===== src/utf16_text_element_segmenter_defines.svh =====
// Assertion macros shared by the segmenter RTL.
`ifndef UTF16_TEXT_ELEMENT_SEGMENTER_DEFINES_SVH
`define UTF16_TEXT_ELEMENT_SEGMENTER_DEFINES_SVH

`ifndef ASSERT_OFF
// Same-cycle implication, disabled during reset.
`define ASSERT_IMPLIES(label, clk, rst_n, a, b, msg) \
  label: assert property (@(posedge clk) disable iff (!(rst_n)) (a) |-> (b)) \
    else $error(msg);
// Next-cycle implication, disabled during reset.
`define ASSERT_NEXT(label, clk, rst_n, a, b, msg) \
  label: assert property (@(posedge clk) disable iff (!(rst_n)) (a) |=> (b)) \
    else $error(msg);
`else
`define ASSERT_IMPLIES(label, clk, rst_n, a, b, msg)
`define ASSERT_NEXT(label, clk, rst_n, a, b, msg)
`endif

`endif


===== src/u16ts_pkg.sv =====
package u16ts_pkg;

  localparam int unsigned MaxTextUnitsDefault = 65536;

  // Result queue sizing
  localparam int unsigned QDepth = 4;
  localparam int unsigned QPtrW  = $clog2(QDepth);
  localparam int unsigned QCntW  = $clog2(QDepth + 1);

  // Code point constants
  localparam logic [15:0] LeadBase  = 16'hD800;
  localparam logic [15:0] TrailBase = 16'hDC00;
  localparam logic [20:0] SuppBase  = 21'h10000;
  localparam logic [20:0] Zwj       = 21'h0200D;
  localparam logic [20:0] VsLo      = 21'h0FE00;
  localparam logic [20:0] VsHi      = 21'h0FE0F;
  localparam logic [20:0] VsSuppLo  = 21'hE0100;
  localparam logic [20:0] VsSuppHi  = 21'hE01EF;
  localparam logic [20:0] ModLo     = 21'h1F3FB;
  localparam logic [20:0] ModHi     = 21'h1F3FF;
  localparam logic [20:0] RiLo      = 21'h1F1E6;
  localparam logic [20:0] RiHi      = 21'h1F1FF;

  typedef enum logic [2:0] {
    PH_START   = 3'd0,
    PH_BASE    = 3'd1,
    PH_RI_ONE  = 3'd2,
    PH_RI_PAIR = 3'd3,
    PH_JOINER  = 3'd4
  } phase_e;

  typedef struct packed {
    logic [20:0] code_point;
    logic [15:0] unit_offset;
    logic [1:0]  unit_count;
    logic        starts_element;
    logic        text_end;
    logic        run_last;
  } result_t;

  // Results produced by one accepted word
  typedef struct packed {
    logic [1:0] n;
    result_t    first;
    result_t    second;
  } push_t;

  typedef struct packed {
    logic [QCntW-1:0] count;
    logic             ready;
  } qstat_t;

  typedef struct packed {
    logic   held_valid;
    phase_e phase;
  } cstat_t;

  typedef struct packed {
    logic   starts;
    phase_e phase;
  } class_t;

  function automatic logic is_suffix(logic [20:0] cp);
    return (cp >= VsLo && cp <= VsHi) || (cp >= VsSuppLo && cp <= VsSuppHi) ||
           (cp >= ModLo && cp <= ModHi);
  endfunction

  function automatic logic is_regional(logic [20:0] cp);
    return cp >= RiLo && cp <= RiHi;
  endfunction

  // Boundary decision before cp, plus the phase that follows it
  function automatic class_t classify(phase_e ph, logic [20:0] cp);
    class_t res;
    res.starts = 1'b1;
    res.phase  = is_regional(cp) ? PH_RI_ONE : PH_BASE;
    case (ph)
      PH_JOINER: begin
        res = '{starts: 1'b0, phase: PH_BASE};
      end
      PH_BASE: begin
        if (is_suffix(cp)) begin
          res = '{starts: 1'b0, phase: PH_BASE};
        end else if (cp == Zwj) begin
          res = '{starts: 1'b0, phase: PH_JOINER};
        end
      end
      PH_RI_ONE: begin
        if (is_suffix(cp)) begin
          res = '{starts: 1'b0, phase: PH_RI_ONE};
        end else if (is_regional(cp)) begin
          res = '{starts: 1'b0, phase: PH_RI_PAIR};
        end else if (cp == Zwj) begin
          res = '{starts: 1'b0, phase: PH_JOINER};
        end
      end
      PH_RI_PAIR: begin
        if (is_suffix(cp)) begin
          res = '{starts: 1'b0, phase: PH_RI_PAIR};
        end
      end
      default: begin
      end
    endcase
    return res;
  endfunction

endpackage


===== src/u16ts_core.sv =====
// Surrogate pairing, classification and offset tracking for one word per cycle while accept_i is high.
module u16ts_core
  import u16ts_pkg::*;
#(
  parameter int unsigned MAX_TEXT_UNITS = MaxTextUnitsDefault
) (
  input  logic        clk_i,
  input  logic        rst_ni,
  input  logic        accept_i,
  input  logic [15:0] code_unit_i,
  input  logic        final_unit_i,
  output push_t       push_o,
  output cstat_t      stat_o
);

  localparam logic [15:0] Cap = 16'(MAX_TEXT_UNITS - 1);

  logic [15:0] held_lead_q, held_lead_d;
  logic        held_valid_q, held_valid_d;
  phase_e      phase_q, phase_d;
  logic [15:0] pos_q, pos_d;

  logic        lead, trail, consumed, emit0, emit1;
  logic [20:0] cp0, cp1;
  logic [1:0]  cnt0;
  class_t      cls0, cls1;
  phase_e      phase_mid;
  logic [15:0] pos_mid, pos_end;
  result_t     r0, r1;

  // Saturating advance of the unit position
  function automatic logic [15:0] advance(logic [15:0] pos, logic [1:0] cnt);
    logic [16:0] nxt;
    nxt = {1'b0, pos} + 17'(cnt);
    return (nxt > {1'b0, Cap}) ? Cap : nxt[15:0];
  endfunction

  // Decode
  always_comb begin
    lead     = code_unit_i[15:10] == LeadBase[15:10];
    trail    = code_unit_i[15:10] == TrailBase[15:10];
    consumed = held_valid_q && trail;
    emit0    = held_valid_q;
    emit1    = !consumed && !(lead && !final_unit_i);
    cp0      = consumed ? (SuppBase + 21'({held_lead_q[9:0], code_unit_i[9:0]}))
                        : {5'd0, held_lead_q};
    cnt0     = consumed ? 2'd2 : 2'd1;
    cp1      = {5'd0, code_unit_i};
  end

  // Classify the results in order
  always_comb begin
    cls0      = classify(phase_q, cp0);
    phase_mid = emit0 ? cls0.phase : phase_q;
    pos_mid   = emit0 ? advance(pos_q, cnt0) : pos_q;
    cls1      = classify(phase_mid, cp1);
    phase_d   = emit1 ? cls1.phase : phase_mid;
    pos_end   = emit1 ? advance(pos_mid, 2'd1) : pos_mid;

    r0.code_point     = cp0;
    r0.unit_offset    = pos_q;
    r0.unit_count     = cnt0;
    r0.starts_element = cls0.starts;
    r0.text_end       = final_unit_i && !emit1;
    r0.run_last       = !emit1;

    r1.code_point     = cp1;
    r1.unit_offset    = pos_mid;
    r1.unit_count     = 2'd1;
    r1.starts_element = cls1.starts;
    r1.text_end       = final_unit_i;
    r1.run_last       = 1'b1;

    push_o.n      = {1'b0, emit0} + {1'b0, emit1};
    push_o.first  = emit0 ? r0 : r1;
    push_o.second = r1;
  end

  // Next state; final word returns everything to reset values
  always_comb begin
    if (final_unit_i) begin
      held_valid_d = 1'b0;
      held_lead_d  = '0;
      pos_d        = '0;
    end else begin
      held_valid_d = !consumed && lead;
      held_lead_d  = (!consumed && lead) ? code_unit_i : '0;
      pos_d        = pos_end;
    end
  end

  always_ff @(posedge clk_i or negedge rst_ni) begin
    if (!rst_ni) begin
      held_lead_q  <= '0;
      held_valid_q <= 1'b0;
      phase_q      <= PH_START;
      pos_q        <= '0;
    end else if (accept_i) begin
      held_lead_q  <= held_lead_d;
      held_valid_q <= held_valid_d;
      phase_q      <= final_unit_i ? PH_START : phase_d;
      pos_q        <= pos_d;
    end
  end

  assign stat_o.held_valid = held_valid_q;
  assign stat_o.phase      = phase_q;

endmodule


===== src/u16ts_out_queue.sv =====
// Small result queue; takes up to two results per cycle, releases at most one.
module u16ts_out_queue
  import u16ts_pkg::*;
(
  input  logic    clk_i,
  input  logic    rst_ni,
  input  logic    push_en_i,
  input  push_t   push_i,
  input  logic    pop_i,
  output result_t head_o,
  output logic    valid_o,
  output qstat_t  stat_o
);

  result_t          mem_q [QDepth];
  logic [QPtrW-1:0] wr_ptr_q, wr_ptr_d, rd_ptr_q, rd_ptr_d;
  logic [QCntW-1:0] count_q, count_d;
  logic [1:0]       n_push;

  assign n_push = push_en_i ? push_i.n : 2'd0;

  // Pointer and fill bookkeeping
  always_comb begin
    wr_ptr_d = wr_ptr_q + QPtrW'(n_push);
    rd_ptr_d = rd_ptr_q + QPtrW'(pop_i);
    count_d  = count_q + QCntW'(n_push) - QCntW'(pop_i);
  end

  always_ff @(posedge clk_i or negedge rst_ni) begin
    if (!rst_ni) begin
      wr_ptr_q <= '0;
      rd_ptr_q <= '0;
      count_q  <= '0;
    end else begin
      wr_ptr_q <= wr_ptr_d;
      rd_ptr_q <= rd_ptr_d;
      count_q  <= count_d;
    end
  end

  // Payload storage
  always_ff @(posedge clk_i) begin
    if (n_push != 2'd0) begin
      mem_q[wr_ptr_q] <= push_i.first;
    end
    if (n_push == 2'd2) begin
      mem_q[wr_ptr_q + QPtrW'(1)] <= push_i.second;
    end
  end

  assign head_o       = mem_q[rd_ptr_q];
  assign valid_o      = count_q != '0;
  assign stat_o.count = count_q;
  assign stat_o.ready = count_q <= QCntW'(QDepth - 2);

endmodule


===== src/utf16_text_element_segmenter.sv =====
// UTF-16 text element segmenter. One code unit word is accepted per cycle while
// the input is ready; its results are registered in a four-entry result queue and
// leave it at one result per cycle while out_ready_i is high. The input is
// ready whenever the queue has room for two results, so it keeps taking words
// while earlier results wait. A lead surrogate that is not final yields no
// result of its own (it is held); a held lead followed by a word that is neither
// a trail nor a non-final lead yields two results, which leave the queue in order.
// The output is the limit: the single queue read port releases one result per cycle.
`include "utf16_text_element_segmenter_defines.svh"

module utf16_text_element_segmenter
  import u16ts_pkg::*;
#(
  parameter int unsigned MAX_TEXT_UNITS = MaxTextUnitsDefault
) (
  input  logic        clk_i,
  input  logic        rst_ni,
  input  logic        in_valid_i,
  output logic        in_ready_o,
  input  logic [15:0] code_unit_i,
  input  logic        final_unit_i,
  output logic        out_valid_o,
  input  logic        out_ready_i,
  output logic [20:0] code_point_o,
  output logic [15:0] unit_offset_o,
  output logic [1:0]  unit_count_o,
  output logic        starts_element_o,
  output logic        text_end_o,
  output logic        run_last_o
);

  logic    in_acc, pop;
  push_t   push;
  cstat_t  cstat;
  qstat_t  qstat;
  result_t head;

  assign in_acc = in_valid_i && in_ready_o;
  assign pop    = out_valid_o && out_ready_i;

  u16ts_core #(
    .MAX_TEXT_UNITS(MAX_TEXT_UNITS)
  ) u_core (
    .clk_i       (clk_i),
    .rst_ni      (rst_ni),
    .accept_i    (in_acc),
    .code_unit_i (code_unit_i),
    .final_unit_i(final_unit_i),
    .push_o      (push),
    .stat_o      (cstat)
  );

  u16ts_out_queue u_queue (
    .clk_i    (clk_i),
    .rst_ni   (rst_ni),
    .push_en_i(in_acc),
    .push_i   (push),
    .pop_i    (pop),
    .head_o   (head),
    .valid_o  (out_valid_o),
    .stat_o   (qstat)
  );

  assign in_ready_o       = qstat.ready;
  assign code_point_o     = head.code_point;
  assign unit_offset_o    = head.unit_offset;
  assign unit_count_o     = head.unit_count;
  assign starts_element_o = head.starts_element;
  assign text_end_o       = head.text_end;
  assign run_last_o       = head.run_last;

  // Checks
  `ASSERT_IMPLIES(a_q_bound, clk_i, rst_ni, 1'b1, qstat.count <= QCntW'(QDepth), "queue overfill")
  `ASSERT_IMPLIES(a_two_needs_lead, clk_i, rst_ni, in_acc && push.n == 2'd2, cstat.held_valid,
                  "two results without a held lead")
  `ASSERT_NEXT(a_final_clears, clk_i, rst_ni, in_acc && final_unit_i,
               !cstat.held_valid && cstat.phase == PH_START, "state not cleared after final")

endmodule

===== config.mk =====
export PLATFORM = sky130hd
export DESIGN_NAME = utf16_text_element_segmenter
export DESIGN_NICKNAME = d
export VERILOG_FILES = /design/src/u16ts_pkg.sv /design/src/u16ts_core.sv /design/src/u16ts_out_queue.sv /design/src/utf16_text_element_segmenter.sv
export VERILOG_INCLUDE_DIRS = /design/src /design/src/src
export SDC_FILE = /design/constraint.sdc
export NUM_CORES = 1
export LEC_CHECK = 0
export BUFFER_PORTS_ARGS = -buffer_cell sky130_fd_sc_hd__buf_2
export CORE_AREA = 2 2 179 111
export DETAILED_ROUTE_END_ITERATION = 10
export DIE_AREA = 0 0 181 113
export GPL_TIMING_DRIVEN = 0
export PLACE_DENSITY = 0.78
export SLEW_MARGIN = 20
export SYNTH_ARGS = -nofsm -noshare
export SYNTH_HDL_FRONTEND = slang
export SYNTH_SLANG_ARGS = --single-unit

===== constraint.sdc =====
create_clock -name clk_i -period 6.7 [get_ports clk_i]
set_input_delay 1.34 -clock clk_i [delete_from_list [all_inputs] [get_ports clk_i]]
set_output_delay 1.34 -clock clk_i [all_outputs]
set_load 0.005 [all_outputs]

==> results_dict.tcl, run 1 <==
set metrics [dict create \
    run_status "complete, no violations" \
    grt_use_total_pct 35.6 \
    p_leak_uw 0.00460 \
    clock_skew_ns 0.0165 \
    synth_top_family_by_area "compound AO/OA/AOI/OAI gates" \
    critPathLaunch "code_unit_i[14]" \
    synth_cells 1033 \
    synthAdderAreaFrac_pct 1.55 \
    place.detailed.hpwl_um 26000 \
    synth_xor_area_share_pct 1.38 \
    start_util_pct 61.1 \
    synth_cell_types 75 \
    synth_top_area_share_pct 35.7 \
    fin_ws_ns 0.166 \
    routedWlPerCell_um 26.4 \
    ys_seq_area_share_pct 50.7 \
    setup_tns_ns 0 \
    drive_gt1_share_pct 16.8 \
    reg2regPathDepth 23 \
    instances_no_fill 1380 \
    syn_nets 1067 \
    num_io_pins 65 \
    vias 9792 \
    synthSimpleGateAreaFrac_pct 14.0 \
    synth-edff-count 136 \
    rows 39 \
    cts.clk_slew.worst_paths_ns 0.06 \
    ys.flop_type "edfxtp_1" \
    finalNetCount 1153 \
    grt_start_max_net_pins 44 \
    final_core_util_pct 68.9 \
    powerDensity_nw_per_um2 325 \
    worstPathRequired_ns 7.10 \
    globalplace.congestion 0.963 \
    routed_via_density 7.10 \
    synth_area_leaders "edfxtp_1 (36%), dfrtp_1 (9.4%), mux4_2 (8.3%)" \
    maxSlewHeadroom_pct 25.7 \
    clock_latency_ns 0.52 \
    yosys_warnings 0 \
    max_freq_mhz 153 \
    cts-buffers-inserted 21 \
    globalRouteOverflowTotal 0 \
    grt_pass1_vias 9176 \
    cts_htree_levels 1 \
    post-synth-top-area-cell "edfxtp_1" \
    cts_root_buf "clkbuf_16" \
    holdCritPathClass "register to register" \
    min_period_ns 6.53 \
    drv_slew 0 \
    drc 0 \
    critical_path_class "input port to register" \
    fp.dieW_um 181 \
    grt_pass1_wl_um 54400 \
    ir_worst_vdd_uv 193 \
    muxShareOfSynthArea_pct 9.69 \
    ant_nets 0 \
    r2r_start "u_core.emit0" \
    crit_arrival_ns 6.94 \
    synth_seq_cells 211 \
    cp-start-kind "input port" \
    worst_slew_pin_slew_ns 1.08 \
    endpoint "u_core.pos_q[3]" \
    grt_antenna_before_repair 1 \
    pre_cts_slack_ns -1.44 \
    rsz0062_at_grt "no" \
    critPathCaptureType "register" \
    drt_wl_total_um 36400 \
    final_hold_viol_count 0 \
    clockBufferDepth 3 \
    syn_to_final_growth_pct 12.7 \
    dieHeight_um 113 \
    reg2reg_to "u_core.pos_q[3]" \
    setup_viol 0 \
    crit_fanout 10 \
    core_region_area_um2 18700 \
    antennaDiodeCount 0 \
    post-route-period-util_pct 97.5 \
    cts_tree "yes" \
    place.port_buffers 58 \
    total_power_uw 4190 \
    dieArea_um2 20500 \
    holdBufCountCts 0 \
    rrSetupSlack_ns 0.92 \
    async_reset_ff_share_pct 20.4 \
    syn_area_um2 11500 \
    first_pass_iters 6 \
    dp.cells 1342 \
    maxCapViolCount 0 \
    synth_compound_area_share_pct 18.6 \
    drt_iter0_drc 1671 \
    hold_path_depth 2 \
    syn_area_per_cell_um2 11.1 \
    clock-sinks 211 \
]
-- synth_stat cells (11+ instances only) --
library cell  count
nand4_1          11
edfxtp_1        136
nor2_1           56
inv_1            19
o22ai_1          15
mux4_2           42
nor3_1           23
a22o_1          103
or3_1            14
mux2i_1          13
nand2_1         102
and2_1           14
nand3_1          20
dfxtp_1          32
clkbuf_1         78
a21oi_1          45
o21ai_0          76
ha_1             11
dfrtp_1          43
-- through the flow --
stage	hold WS, ns	area [um2]
floorplan	0.420	11500
global placement	0.441	12100
detailed placement	0.448	12200
CTS	0.459	12900
global route	0.478	12900
finish	0.464	12900
-- final cells by class --
class,count,area [um2]
inverters,19,75.1
clock inverters,13,120
clock buffers,25,551
plain buffers,97,397
repair buffers,65,415
flip-flops and latches,211,5800
fillers,1419,5830
multi-input cells,704,5240
well taps,246,308
-- timing repair --
item,in CTS,in global routing
pin swaps,1,1
hold endpoints to repair,0,0
resized for setup,6,5
buffers inserted,2,0
endpoints found under the setup margin,15,14
-- worst min path at each step --
stage / from / endpoint / slack [ns]
finish: u_queue.mem_q[1][37] / u_queue.mem_q[1][37] / 0.46
CTS: u_queue.mem_q[0][41] / u_queue.mem_q[0][41] / 0.46
floorplan: u_queue.mem_q[2][38] / u_queue.mem_q[2][38] / 0.42
global route: u_queue.mem_q[0][41] / u_queue.mem_q[0][41] / 0.48
detailed placement: u_queue.mem_q[3][40] / u_queue.mem_q[3][40] / 0.45
global placement: u_queue.mem_q[1][0] / u_queue.mem_q[1][0] / 0.44
-- critical path, cell delays in order --
cell,delay (ns)
clkbuf_2,0.19
and4_1,0.29
and3_2,0.28
clkinvlp_4,0.15
ha_2,0.25
inv_1,0.07
fa_1,0.43
nand3b_4,0.23
or3_4,0.41
or2_1,0.24
buf_2,0.19
and2_1,0.15
clkbuf_1,0.17
inv_1,0.14
ha_2,0.24
xor2_1,0.08
or4_1,0.42
nor3_1,0.16
nand4_1,0.12
or4_4,0.47
a211oi_4,0.37
buf_6,0.21
nor2_1,0.08
o21ai_1,0.24
-- power by group --
group,internal [uW],switching [uW]
clock,667,520
combinational,542,829
sequential,1560,70.5
total,2770,1420
-- per-layer routing --
metal  global-route usage (%)  vias to the layer above  share of wire, %
met1                     55.2                     4734                40
met4                     8.35                        2               2.2
met3                     11.9                       88                17
met5                        0                        -             0.038
met2                     48.5                      818                40
li1                         -                     4150                 -
-- registers in the layout, summed over array words and instances (netlist names) --
register	cells
u_queue.count_q	3
u_queue.mem_q	168
u_core.held_lead_q	16
u_core.phase_q	3
u_core.pos_q	16
u_queue.wr_ptr_q	2
u_queue.rd_ptr_q	2
u_core.emit0	1
-- cell usage in the layout, fill, tap and decap left out, types with 5 or more instances in the layout --
cell type,Yosys,routed
a22o_1,103,103
mux4_2,42,42
nor2b_1,7,6
or2_2,8,8
buf_1,7,7
mux2i_1,13,13
edfxtp_1,136,136
clkbuf_16,0,21
clkbuf_1,78,78
dfxtp_1,32,32
o21ai_0,76,74
nand3_1,20,20
nor3_1,23,19
o22ai_1,15,15
dfrtp_1,43,43
nand4_1,11,11
o21ai_1,6,8
a21oi_1,45,45
and3_1,6,5
nand2_1,102,99
and2_1,14,14
ha_1,11,9
inv_1,19,17
buf_4,3,6
xnor2_1,10,10
buf_2,10,68
xor2_1,8,8
a21o_1,7,7
or4_1,7,7
nor2_1,56,56
nor4_1,10,8
nand2b_1,10,10
or3_1,14,14
o31ai_1,5,5
-- cells by family after synthesis --
kind of cell	after synthesis
mux	58
fa+ha+maj	13
xor+xnor	18
buf+inv	118
flops	211
simple gates	313
compound gates	302
Power figures use the tool's default switching activity.
==> run 2, diff against run 1 <==
CORE_AREA = 2 2 186 115   (was 2 2 179 111)
DIE_AREA = 0 0 188 117   (was 0 0 181 113)
SYNTH_HIERARCHICAL = 1   (was default)
==> results_dict.tcl, run 2 <==
set metrics [dict create \
    r2r_start "u_core/emit0" \
    cts_setup_buffers 0 \
    worst_slew_pin_slew_ns 1.25 \
    drv_slew 0 \
    largest_reg_flops 168 \
    antennaDiodeCount 0 \
    grt_pass1_wl_um 47900 \
    setup_tns_ns 0 \
    post-route-period-util_pct 86.6 \
    p_leak_uw 0.00533 \
    ir_worst_vdd_uv 218 \
    drt_wl_total_um 31300 \
    grt_antenna_before_repair 1 \
    hold_slack_ns 0.502 \
    worstPathRequired_ns 7.05 \
    final_cell_mix "edfxtp_1 (168), mux2_2 (138), buf_2 (84)" \
    worstHoldStart "u_queue/count_q[2]" \
    start_util_pct 60.7 \
    clock_latency_ns 0.51 \
    total_power_uw 4300 \
    crit_fanout 11 \
    globalRouteOverflowTotal 0 \
    cts_tree "yes" \
    maxSlewHeadroom_pct 16.1 \
    cts_root_buf "clkbuf_16" \
    drt_iter0_drc 1135 \
    min_period_ns 5.80 \
    globalplace.congestion 1.00 \
    slowest_delay_ns 0.56 \
    first_pass_iters 7 \
    clockBufferDepth 3 \
    dieArea_um2 22000 \
    worstPathCellList "buf_2 -> and4_1 -> nand3_2 -> inv_1 -> fa_1 -> nand2_1 -> nor2_1 -> a21oi_1 -> a21oi_1 -> ha_1 -> clkbuf_2 -> o21ai_1 -> nor3_4 -> a31oi_1 -> buf_6 -> o31ai_2 -> nor2_1 -> o41ai_1" \
    cts_resized 0 \
    syn_to_final_growth_pct 12.2 \
    rows 41 \
    run_status "complete, no violations" \
    grt_use_total_pct 28.9 \
    rsz0062_at_grt "no" \
    ant_nets 0 \
    num_io_pins 65 \
    critPathCaptureType "register" \
    vias 8600 \
    routedWlPerCell_um 23.4 \
    syn_area_per_cell_um2 13.2 \
    syn_area_um2 12400 \
    drc 0 \
    grt_start_max_net_pins 44 \
    clock-sinks 211 \
    grt_pass1_vias 8216 \
    dieHeight_um 117 \
    drive_gt1_share_pct 37.5 \
    final_core_util_pct 68.1 \
    cp_slowest_cell "inv_1" \
    crit_arrival_ns 6.16 \
    cts.clk_slew.worst_paths_ns 0.06 \
    final_common_cell "edfxtp_1" \
    holdBufCountCts 0 \
    final_hold_viol_count 0 \
    powerDensity_nw_per_um2 309 \
    max_freq_mhz 172 \
    pre_cts_slack_ns 0.680 \
    synth_cells 944 \
    maxCapViolCount 0 \
    core_region_area_um2 20500 \
    place.port_buffers 64 \
    cts-buffers-inserted 22 \
    largest_register "u_queue/mem_q" \
    fin_ws_ns 0.896 \
    critPathLaunch "code_unit_i[12]" \
    routed_via_density 6.43 \
    clock_skew_ns 0.00980 \
    setup_viol 0 \
    yosys_warnings 6 \
    largestRegisters "u_queue/mem_q x168, u_core/held_lead_q x16, u_core/pos_q x16" \
    finalNetCount 1076 \
    critical_path_class "input port to register" \
    place.detailed.hpwl_um 21400 \
    cp-start-kind "input port" \
    holdCritPathClass "register to register" \
    cts_htree_levels 1 \
    fp.dieW_um 188 \
]
-- run 2: per-stage QoR --
step	instances	instance area (um2)
4_1_cts	1338	13900
2_1_floorplan	950	12400
3_5_place_dp	1298	13300
5_1_grt	1338	13900
6_report	1338	13900
3_3_place_gp	1293	13100
-- run 2: path summary, 6_finish.rpt --
check / cells after the start / to / slack, ns
setup / recovery: 18 / u_core/pos_q[5] / 0.90
hold / removal: 1 / u_queue/count_q[2] / 0.50
setup reg to reg: 11 / u_queue/mem_q[2][23] / 1.39
hold reg to reg: 1 / u_queue/count_q[2] / 0.50
max in group asynchronous: 1 / u_core/held_lead_q[11] / 5.45
min in group asynchronous: 1 / u_core/pos_q[12] / 0.82
-- run 2: metal layers --
layer	track usage [%]	up-vias	part of all wire (%)
li1	-	3812	-
met1	44.9	4228	46
met2	41.1	504	40
met3	6.56	54	12
met4	7.56	2	2.1
met5	0	-	0.026
-- run 2: worst max-delay path, delay by kind of cell --
family,cells,cell delay (ns)
buffers and inverters,4,1.16
and+or+nand+nor,6,1.40
AOI/OAI and AO/OA,6,1.59
adders and majority gates,2,0.65
-- run 2: where the power goes --
part | switching, uW | leakage (uW) | total, uW | internal (uW)
combinational | 758 | 0.00289 | 1410 | 651
sequential | 85.0 | 0.00212 | 1720 | 1630
clock | 508 | 0.000323 | 1180 | 671
-- run 2: final cells by class --
cell class	count	area (um2)
multi-input cells	623	5750
plain buffers	90	508
inverters	26	97.6
repair buffers	69	438
clock inverters	8	66.3
fillers	1486	6530
clock buffers	32	609
well taps	279	349
flip-flops and latches	211	6120
